## src/rtl/core/svrm_pkg.sv

```systemverilog
`default_nettype none
package svrm_pkg;

  typedef enum logic [2:0] {
    OP_PUSH  = 3'd0,
    OP_TICK  = 3'd1,
    OP_PLAY  = 3'd2,
    OP_PAUSE = 3'd3,
    OP_STOP  = 3'd4
  } op_e;

  typedef enum logic [1:0] {
    ST_OK       = 2'd0,
    ST_UNDERRUN = 2'd1,
    ST_DROPPED  = 2'd2,
    ST_IDLE     = 2'd3
  } status_e;

  typedef enum logic [2:0] {
    REG_STEP   = 3'd0,
    REG_LGAIN  = 3'd1,
    REG_RGAIN  = 3'd2,
    REG_MGAIN  = 3'd3,
    REG_LOOP   = 3'd4,
    REG_LENGTH = 3'd5
  } reg_e;

  typedef enum logic [1:0] {
    PS_STOPPED = 2'd0,
    PS_PLAYING = 2'd1,
    PS_PAUSED  = 2'd2
  } play_e;

  typedef enum logic [2:0] {
    BK_IDLE  = 3'd0,
    BK_READ  = 3'd1,
    BK_INTERP = 3'd2,
    BK_GAIN  = 3'd3,
    BK_MASTER = 3'd4,
    BK_OUT   = 3'd5
  } back_e;

  localparam int unsigned SampleW = 16;
  localparam int unsigned GainW   = 16;
  localparam int unsigned LenW    = 24;
  localparam int unsigned FrameW  = 32;

  // Request handed from the front to the back part.
  typedef struct packed {
    logic               tick;      // 1: interpolating tick, 0: plain result
    logic [1:0]         status;
    logic               playing;
  } req_t;

  function automatic logic signed [SampleW-1:0] clamp16(input logic signed [47:0] x);
    if (x < -48'sd32768) begin
      return 16'sh8000;
    end else if (x > 48'sd32767) begin
      return 16'sd32767;
    end
    return x[SampleW-1:0];
  endfunction

endpackage
`default_nettype wire

```

## src/rtl/core/svrm_front.sv

```systemverilog
`default_nettype none
// Front part: control state, ring writes, tick classification.
module svrm_front #(
  parameter int unsigned FRAC_BITS   = 12,
  parameter int unsigned RING_FRAMES = 256,
  localparam int unsigned AW = $clog2(RING_FRAMES)
) (
  input  wire logic                        clk_i,
  input  wire logic                        rst_ni,
  input  wire logic                        push_i,
  output logic                             full_o,
  input  wire logic [2:0]                  op_i,
  input  wire logic [svrm_pkg::SampleW-1:0] in_left_i,
  input  wire logic [svrm_pkg::SampleW-1:0] in_right_i,
  input  wire logic [15:0]                 step_rate_i,
  input  wire logic                        loop_enable_i,
  input  wire logic [svrm_pkg::LenW-1:0]   length_frames_i,
  input  wire logic                        q_full_i,
  output logic                             q_push_o,
  output svrm_pkg::req_t                   q_req_o,
  output logic [AW-1:0]                    q_a0_o,
  output logic [AW-1:0]                    q_a1_o,
  output logic [FRAC_BITS-1:0]             q_frac_o,
  output logic                             mem_we_o,
  output logic [AW-1:0]                    mem_wa_o,
  output logic [svrm_pkg::FrameW-1:0]      mem_wd_o
);
  import svrm_pkg::*;

  localparam int unsigned PosW = 32 + FRAC_BITS;

  logic [PosW-1:0] pos_q, pos_d;
  logic [31:0]     end_q, end_d, wr_q, wr_d;
  logic [AW-1:0]   slot_q, slot_d;
  play_e           ps_q, ps_d;
  logic            rew_q, rew_d;

  logic [PosW-1:0] pos_c;
  logic [31:0]     end_c, wr_c, beg, gap, gap1;
  logic [AW-1:0]   slot_c;
  logic [FRAC_BITS-1:0] frac;
  logic            acc;

  assign full_o = q_full_i;
  assign acc    = push_i && !q_full_i;

  always_comb begin
    // Pending rewind applies before a push or tick.
    pos_c  = pos_q;
    end_c  = end_q;
    wr_c   = wr_q;
    slot_c = slot_q;
    if (rew_q && (op_i == OP_PUSH || op_i == OP_TICK)) begin
      pos_c  = '0;
      end_c  = {8'd0, length_frames_i};
      wr_c   = '0;
      slot_c = '0;
    end
    beg   = pos_c[PosW-1:FRAC_BITS];
    frac  = pos_c[FRAC_BITS-1:0];
    gap   = wr_c - beg;
    gap1  = gap - 32'd1;

    pos_d  = pos_c;
    end_d  = end_c;
    wr_d   = wr_c;
    slot_d = slot_c;
    ps_d   = ps_q;
    rew_d  = rew_q && !(op_i == OP_PUSH || op_i == OP_TICK);
    q_req_o  = '{tick: 1'b0, status: ST_OK, playing: 1'b0};
    mem_we_o = 1'b0;
    mem_wa_o = slot_c;
    mem_wd_o = {in_right_i, in_left_i};
    q_a0_o   = slot_c - gap[AW-1:0];
    q_a1_o   = slot_c - gap1[AW-1:0];
    q_frac_o = frac;

    case (op_i)
      OP_PUSH: begin
        if (!gap[31] && gap >= 32'(RING_FRAMES)) begin
          q_req_o.status = ST_DROPPED;
        end else begin
          mem_we_o = 1'b1;
          slot_d   = slot_c + AW'(1);
          wr_d     = wr_c + 32'd1;
        end
      end
      OP_TICK: begin
        if (ps_q != PS_PLAYING) begin
          q_req_o.status = ST_IDLE;
        end else begin
          if (!(beg - end_c >= 32'h8000_0000)) begin
            end_d = beg + {8'd0, length_frames_i};
            if (!loop_enable_i) begin
              ps_d = PS_STOPPED;
              q_req_o.status = ST_IDLE;
            end
          end
          if (q_req_o.status == ST_OK) begin
            if (gap[31] || gap < ((frac != '0) ? 32'd2 : 32'd1)) begin
              q_req_o.status = ST_UNDERRUN;
            end else begin
              q_req_o.tick = 1'b1;
              pos_d = pos_c + PosW'(step_rate_i);
            end
          end
        end
      end
      OP_PLAY:  ps_d = PS_PLAYING;
      OP_PAUSE: ps_d = PS_PAUSED;
      OP_STOP: begin
        ps_d  = PS_STOPPED;
        rew_d = 1'b1;
      end
      default: ;
    endcase
    if (frac == '0) begin
      q_a1_o = q_a0_o;
    end
    q_req_o.playing = (ps_d == PS_PLAYING);
    mem_we_o = mem_we_o && acc;
    q_push_o = acc;
  end

  always_ff @(posedge clk_i or negedge rst_ni) begin
    if (!rst_ni) begin
      pos_q  <= '0;
      end_q  <= '0;
      wr_q   <= '0;
      slot_q <= '0;
      ps_q   <= PS_STOPPED;
      rew_q  <= 1'b1;
    end else if (acc) begin
      pos_q  <= pos_d;
      end_q  <= end_d;
      wr_q   <= wr_d;
      slot_q <= slot_d;
      ps_q   <= ps_d;
      rew_q  <= rew_d;
    end
  end

endmodule
`default_nettype wire

```

## config.mk

```make
export PLATFORM = sky130hd
export DESIGN_NAME = svrm_front
export DESIGN_NICKNAME = d
export VERILOG_FILES = /design/src/rtl/core/svrm_pkg.sv /design/src/rtl/core/svrm_front.sv
export SDC_FILE = /design/constraint.sdc
export NUM_CORES = 1
export LEC_CHECK = 0
export BUFFER_PORTS_ARGS = -buffer_cell sky130_fd_sc_hd__buf_2
export CORE_MARGIN = 2
export CORE_UTILIZATION = 60
export CTS_CLUSTER_SIZE = 24
export DETAILED_ROUTE_END_ITERATION = 16
export PLACE_DENSITY = 0.94
export SYNTH_ARGS = -nofsm -noshare
export SYNTH_HDL_FRONTEND = slang
export SYNTH_SLANG_ARGS = --single-unit
```

## constraint.sdc

```tcl
create_clock -name clk_i -period 10.5 [get_ports clk_i]
set_input_delay 0.525 -clock clk_i [delete_from_list [all_inputs] [get_ports clk_i]]
set_output_delay 0.525 -clock clk_i [all_outputs]
set_load 0.005 [all_outputs]
```

### Yosys cells after proc, flatten, opt, wreduce, memory -nomap -nowiden

Index checks and enable logic that the tools add are counted.

| operators by class | value |
|---|---|
| add/subtract/negate cells | 9 |
| reductions and logical operators | 14 |
| mux-type cells | 36 |
| equal/unequal tests | 6 |
| magnitude comparators | 3 |

Operators by type and width:

| cell | count |
|---|---|
| $mux 32 | 7 |
| $mux 44 | 5 |
| $sub 32x32->32 | 2 |
| $add 44x16->44 | 1 |
| $add 32x1->32 const B | 1 |
| $add 32x24->32 | 1 |
| $ge 32x32->1 const B | 1 |
| $ge 32x9->1 const B | 1 |
| $lt 32x2->1 | 1 |
| $mux 8 | 4 |
| $mux 2 | 11 |
| $sub 8x8->8 | 2 |
| $logic_not 12->1 | 1 |
| $reduce_bool 12->1 | 1 |
| $add 8x1->8 const B | 1 |
| $pmux 2 s4 | 1 |
| $sub 8x1->8 const B | 1 |
| $eq 3x2->1 const B | 2 |
| $mux 1 | 6 |
| $logic_and 1x1->1 | 5 |
| $pmux 2 s2 | 1 |
| $eq 3x1->1 const B | 1 |
| $eq 3x3->1 const B | 1 |
| $logic_not 1->1 | 3 |
| other kinds (6) | 7 |

| word-level totals | value |
|---|---|
| input bits | 80 |
| register bits | 119 |
| logic and storage cells | 74 |
| output and inout bits | 75 |

### Logic depth before layout (Yosys ltp)

| logic depth | value |
|---|---|
| word-level depth | 13 |
| depth in mapped cells | 31 |
| mapped depth without buffers | 21 |

### Least setup slack after synthesis

OpenSTA, ideal clock, no wires.

| timing | value |
|---|---|
| kind | input-to-reg |
| start point | input port op_i[1] |
| end point | register wr_q[12] |
| setup slack | 2.989 ns |
| library setup time | 0.121 ns |
| cell stages on the path | 30 |
| arrival time | 7.389 ns |
| path buffers | 12 |
| required time | 10.379 ns |
| path through | or3b_4 -> buf_6 -> buf_6 -> clkbuf_1 -> clkbuf_1 -> clkbuf_1 -> clkbuf_1 -> clkbuf_1 -> clkbuf_1 -> clkbuf_1 -> clkbuf_1 -> clkbuf_1 -> nand2_1 -> ha_1 -> inv_1 -> ha_1 -> nor4bb_1 -> a41oi_1 -> o32ai_2 -> a32o_2 -> a311oi_2 -> a31o_1 -> nor4_1 -> nand4_1 -> or4_1 -> o31a_1 -> buf_2 -> nor4_4 -> or3b_1 -> xor2_1 |

| between the ends | value |
|---|---|
| word-level cells in the longest chain between the ends | 9 |
| elaborated cells on any way between the ends | 13 |
| classes of those cells | add/sub: 2; order compare: 1; eq/ne: 1; mux: 4; reduce/logical: 5 |

RTL lines:

| element | line | text |
|---|---|---|
| start, declared | svrm_front.sv:12 | `input wire logic [2:0] op_i,` |
| $eq 3x1->1 or $logic_not 3->1 (tied branches) | svrm_front.sv:53, svrm_front.sv:78 |  |
| $logic_or 1x1->1 | svrm_front.sv:53 | `if (rew_q && (op_i == OP_PUSH \|\| op_i == OP_TICK)) begin` |
| $logic_and 1x1->1 | svrm_front.sv:53 |  |
| $mux 32 or $mux 44 (tied branches) | svrm_front.sv:53 |  |
| $sub 32x32->32 | svrm_front.sv:61 | `gap = wr_c - beg;` |
| $ge 32x9->1 or $logic_not 1->1 (tied branches) | svrm_front.sv:80 | `if (!gap[31] && gap >= 32'(RING_FRAMES)) begin` |
| $logic_and 1x1->1 | svrm_front.sv:80 |  |
| $mux 32 | svrm_front.sv:80 |  |
| $mux 32 (*) | svrm_front.sv:78 | `case (op_i)` |
| end signal, assigned | svrm_front.sv:136 | `wr_q <= wr_d;` |
| end, declared | svrm_front.sv:33 | `logic [31:0] end_q, end_d, wr_q, wr_d;` |

Mark *: on every way between the ends. The rest lies on a longest branch, timed or not.
A chain may end at the register's enable or synchronous reset.

==> metrics.txt <==
Slew HR 0.239; status completed; setup_tns 0 ps; die area 23700 um^2; Vias 14400; crit path max fanout 82; Post-CTS Resized 0; Die Span X 154 um; GR Util met1 0.461; Worst Setup Slack, final 3080 ps; Place WS 3610 ps; share of layout cells above drive strength 1 0.102; wirelength, routed 41.6 mm; port bufs 90; final hold vios 0; sequential area share after synthesis 0.221; Power Dens Cells 126 nW/um^2; clk root buf clkbuf_16; Unique masters post-synth 100; Tightest Pin Transition 1140 ps; grt ovf 0; number of enable flip-flop cells after synthesis 0; Cells after Synth 1782; global-route layer with the greatest usage met2; Nets 1925; period utilisation layout 0.706; total track usage 0.343; Synth Flop Type dfrtp_1; CTS tree built; area growth from synthesis to layout 6.86%; DRT Pass-1 Iters 7; post-CTS setup buffers 0; Area after DPL 13700 um^2; Mapped Area 13500 um^2; num rows 54; top-area cell type share of the netlist area 0.219; FMAX 135 MHz; Synth top cells by count nand2_1 (208), dfrtp_1 (118), a21oi_1 (117); RSZ-0062 raised after global routing false; Starting Density 0.614; Worst Setup End Kind output port; R2R Setup Slk 3450 ps; Inserted Diodes 0; area leader, netlist dfrtp_1; Crit path arrival time 6890 ps; crit path capture q_req_o[3]; Num CTS Buffers 17; average size of a mapped cell 7.57 um^2; first-pass GRT wire length 67.3 mm; initial antenna violation count 0; MaxCap Viol Count 0; Clock Pin Slew Worst Setup and Hold Paths 60 ps; kind of start point of the critical path register; M2 GR Usage 0.550; vias in the first global route 13500; worst-case reg-to-reg path depth 21; worst hold slack 196 ps; Setup Skew 11.8 ps; maximum vdd drop 0.132 mV; reg-to-reg startpoint rew_q$_DFFE_PN1P_; FF+latch count, synth 119; wire per inst 20.2 um; Placeable Area 22000 um^2; hold crit path type primary input to asynchronous set/reset pin; die height 154 um; min cycle time layout 7420 ps; GP Congestion 1.02; LEAKAGE 6.20 nW; Critical R2R Capture wr_q[12]$_DFFE_PN0P_; critical path data required time 9980 ps; DRC Markers 0; max-slew violation count 0; beginning of the critical path rew_q$_DFFE_PN1P_; Via density 6.99; Skew-Pair Late Insertion Delay 430 ps; H-tree levels 4; hold_buf cts 0; Post-Syn Nets 1944; Final Cell Area 14400 um^2; Final Setup Violations 0; # clock sinks 119; Max Buffers Root-to-Sink 2; dpl hpwl 29.3 mm; ANT nets after route 0; Ys Warns 0; GR Util met3 0.0510; most frequent cell after synthesis nand2_1; ys async rst share 1.00; I/O pins 155; top cells by area, synth dfrtp_1 (22%), ha_1 (7.0%), nand2_1 (5.8%), xnor2_1 (4.5%), a21oi_1 (4.3%); 1st-iter DRT viols 1980; pin count of the biggest net entering global routing 83; critical path class register to output port
## layer usage
metal,routed length (um),vias up
li1,-,6383
met4,1810,0
met3,4510,200
met2,18800,1057
met5,0,-
met1,16500,6729
## worst min-delay path by stage
stage | start | to | slack [ps] | cells past startpoint
after floorplan | rst_ni | end_q[0]$_DFFE_PN0P_ | 230 | 0
after CTS | rst_ni | wr_q[25]$_DFFE_PN0P_ | 210 | 1
after detailed placement | end_q[26]$_DFFE_PN0P_ | end_q[26]$_DFFE_PN0P_ | 470 | 2
after global routing | rst_ni | wr_q[24]$_DFFE_PN0P_ | 260 | 1
after global placement | end_q[17]$_DFFE_PN0P_ | end_q[17]$_DFFE_PN0P_ | 460 | 2
final | rst_ni | wr_q[24]$_DFFE_PN0P_ | 200 | 1
## cells in the final DEF (no fill, tap or decap), drive strengths merged, types with 27 or more instances in the layout
| cell type | instances |
|---|---|
| nand2b | 33 |
| xor2 | 55 |
| ha | 75 |
| nand2 | 208 |
| o21ai | 112 |
| nor2b | 30 |
| nor3 | 46 |
| nor2 | 115 |
| inv | 79 |
| xnor2 | 70 |
| dfrtp | 118 |
| nand4 | 36 |
| buf | 103 |
| a21oi | 117 |
| and2 | 50 |
| nand3 | 57 |
| nor4 | 27 |
| a31oi | 32 |
## cells by family (layout without fill, tap and decap cells)
logic type               after synthesis  after routing  share of synthesized area
multiplexers                          30             30                     0.0227
buffers and inverters                221            215                     0.0737
AND/OR/NAND/NOR                      686            686                      0.259
AO/OA/AOI/OAI                        500            500                      0.248
adder cells (fa/ha/maj)              101            101                     0.0941
XOR/XNOR                             125            125                     0.0812
flip-flops                           119            119                      0.221
## final cells by class
| cell class | instances | area (um^2) |
|---|---|---|
| clock inverter | 12 | 246 |
| clock buffer | 20 | 457 |
| tap | 280 | 350 |
| sequential | 119 | 2980 |
| inverter | 80 | 300 |
| timing repair buffer | 103 | 551 |
| multi-input combinational | 1442 | 9530 |
| fill | 1638 | 7540 |
## state kept, by name, indices dropped and copies added (netlist names)
signal and flops:
end_q 32, pos_q 44, ps_q 2, rew_q 1, slot_q 8, wr_q 32
## where the power goes
part / leakage, nW / internal [W] / switching [W]
combinational: 4.30 / 0.000231 / 0.000327
sequential: 1.57 / 0.000502 / 0.0000506
clock: 0.332 / 0.000482 / 0.000229
total: 6.20 / 0.00122 / 0.000606
## worst max-delay path: stages (launching register included)
cell,delay (ps)
dfstp_2,660
or3b_4,740
buf_4,400
nand2_1,150
inv_1,130
ha_1,250
inv_1,110
ha_1,270
nor4bb_1,410
a41oi_1,120
o32ai_2,430
nand3_1,250
o31a_1,190
mux2i_1,170
a221oi_1,280
nand4_1,150
nor4bb_1,310
nand4b_1,530
nand2_1,630
inv_1,80
buf_2,150
## metrics by stage
step                total power [W]  cells   util
floorplan                  0.000945   1782      -
global placement            0.00107   2024  0.624
detailed placement          0.00110   2024  0.624
CTS                         0.00180   2056  0.656
global route                0.00190   2056  0.656
finish                      0.00182   2056  0.656
No activity file was read; power rests on OpenSTA's default activity.
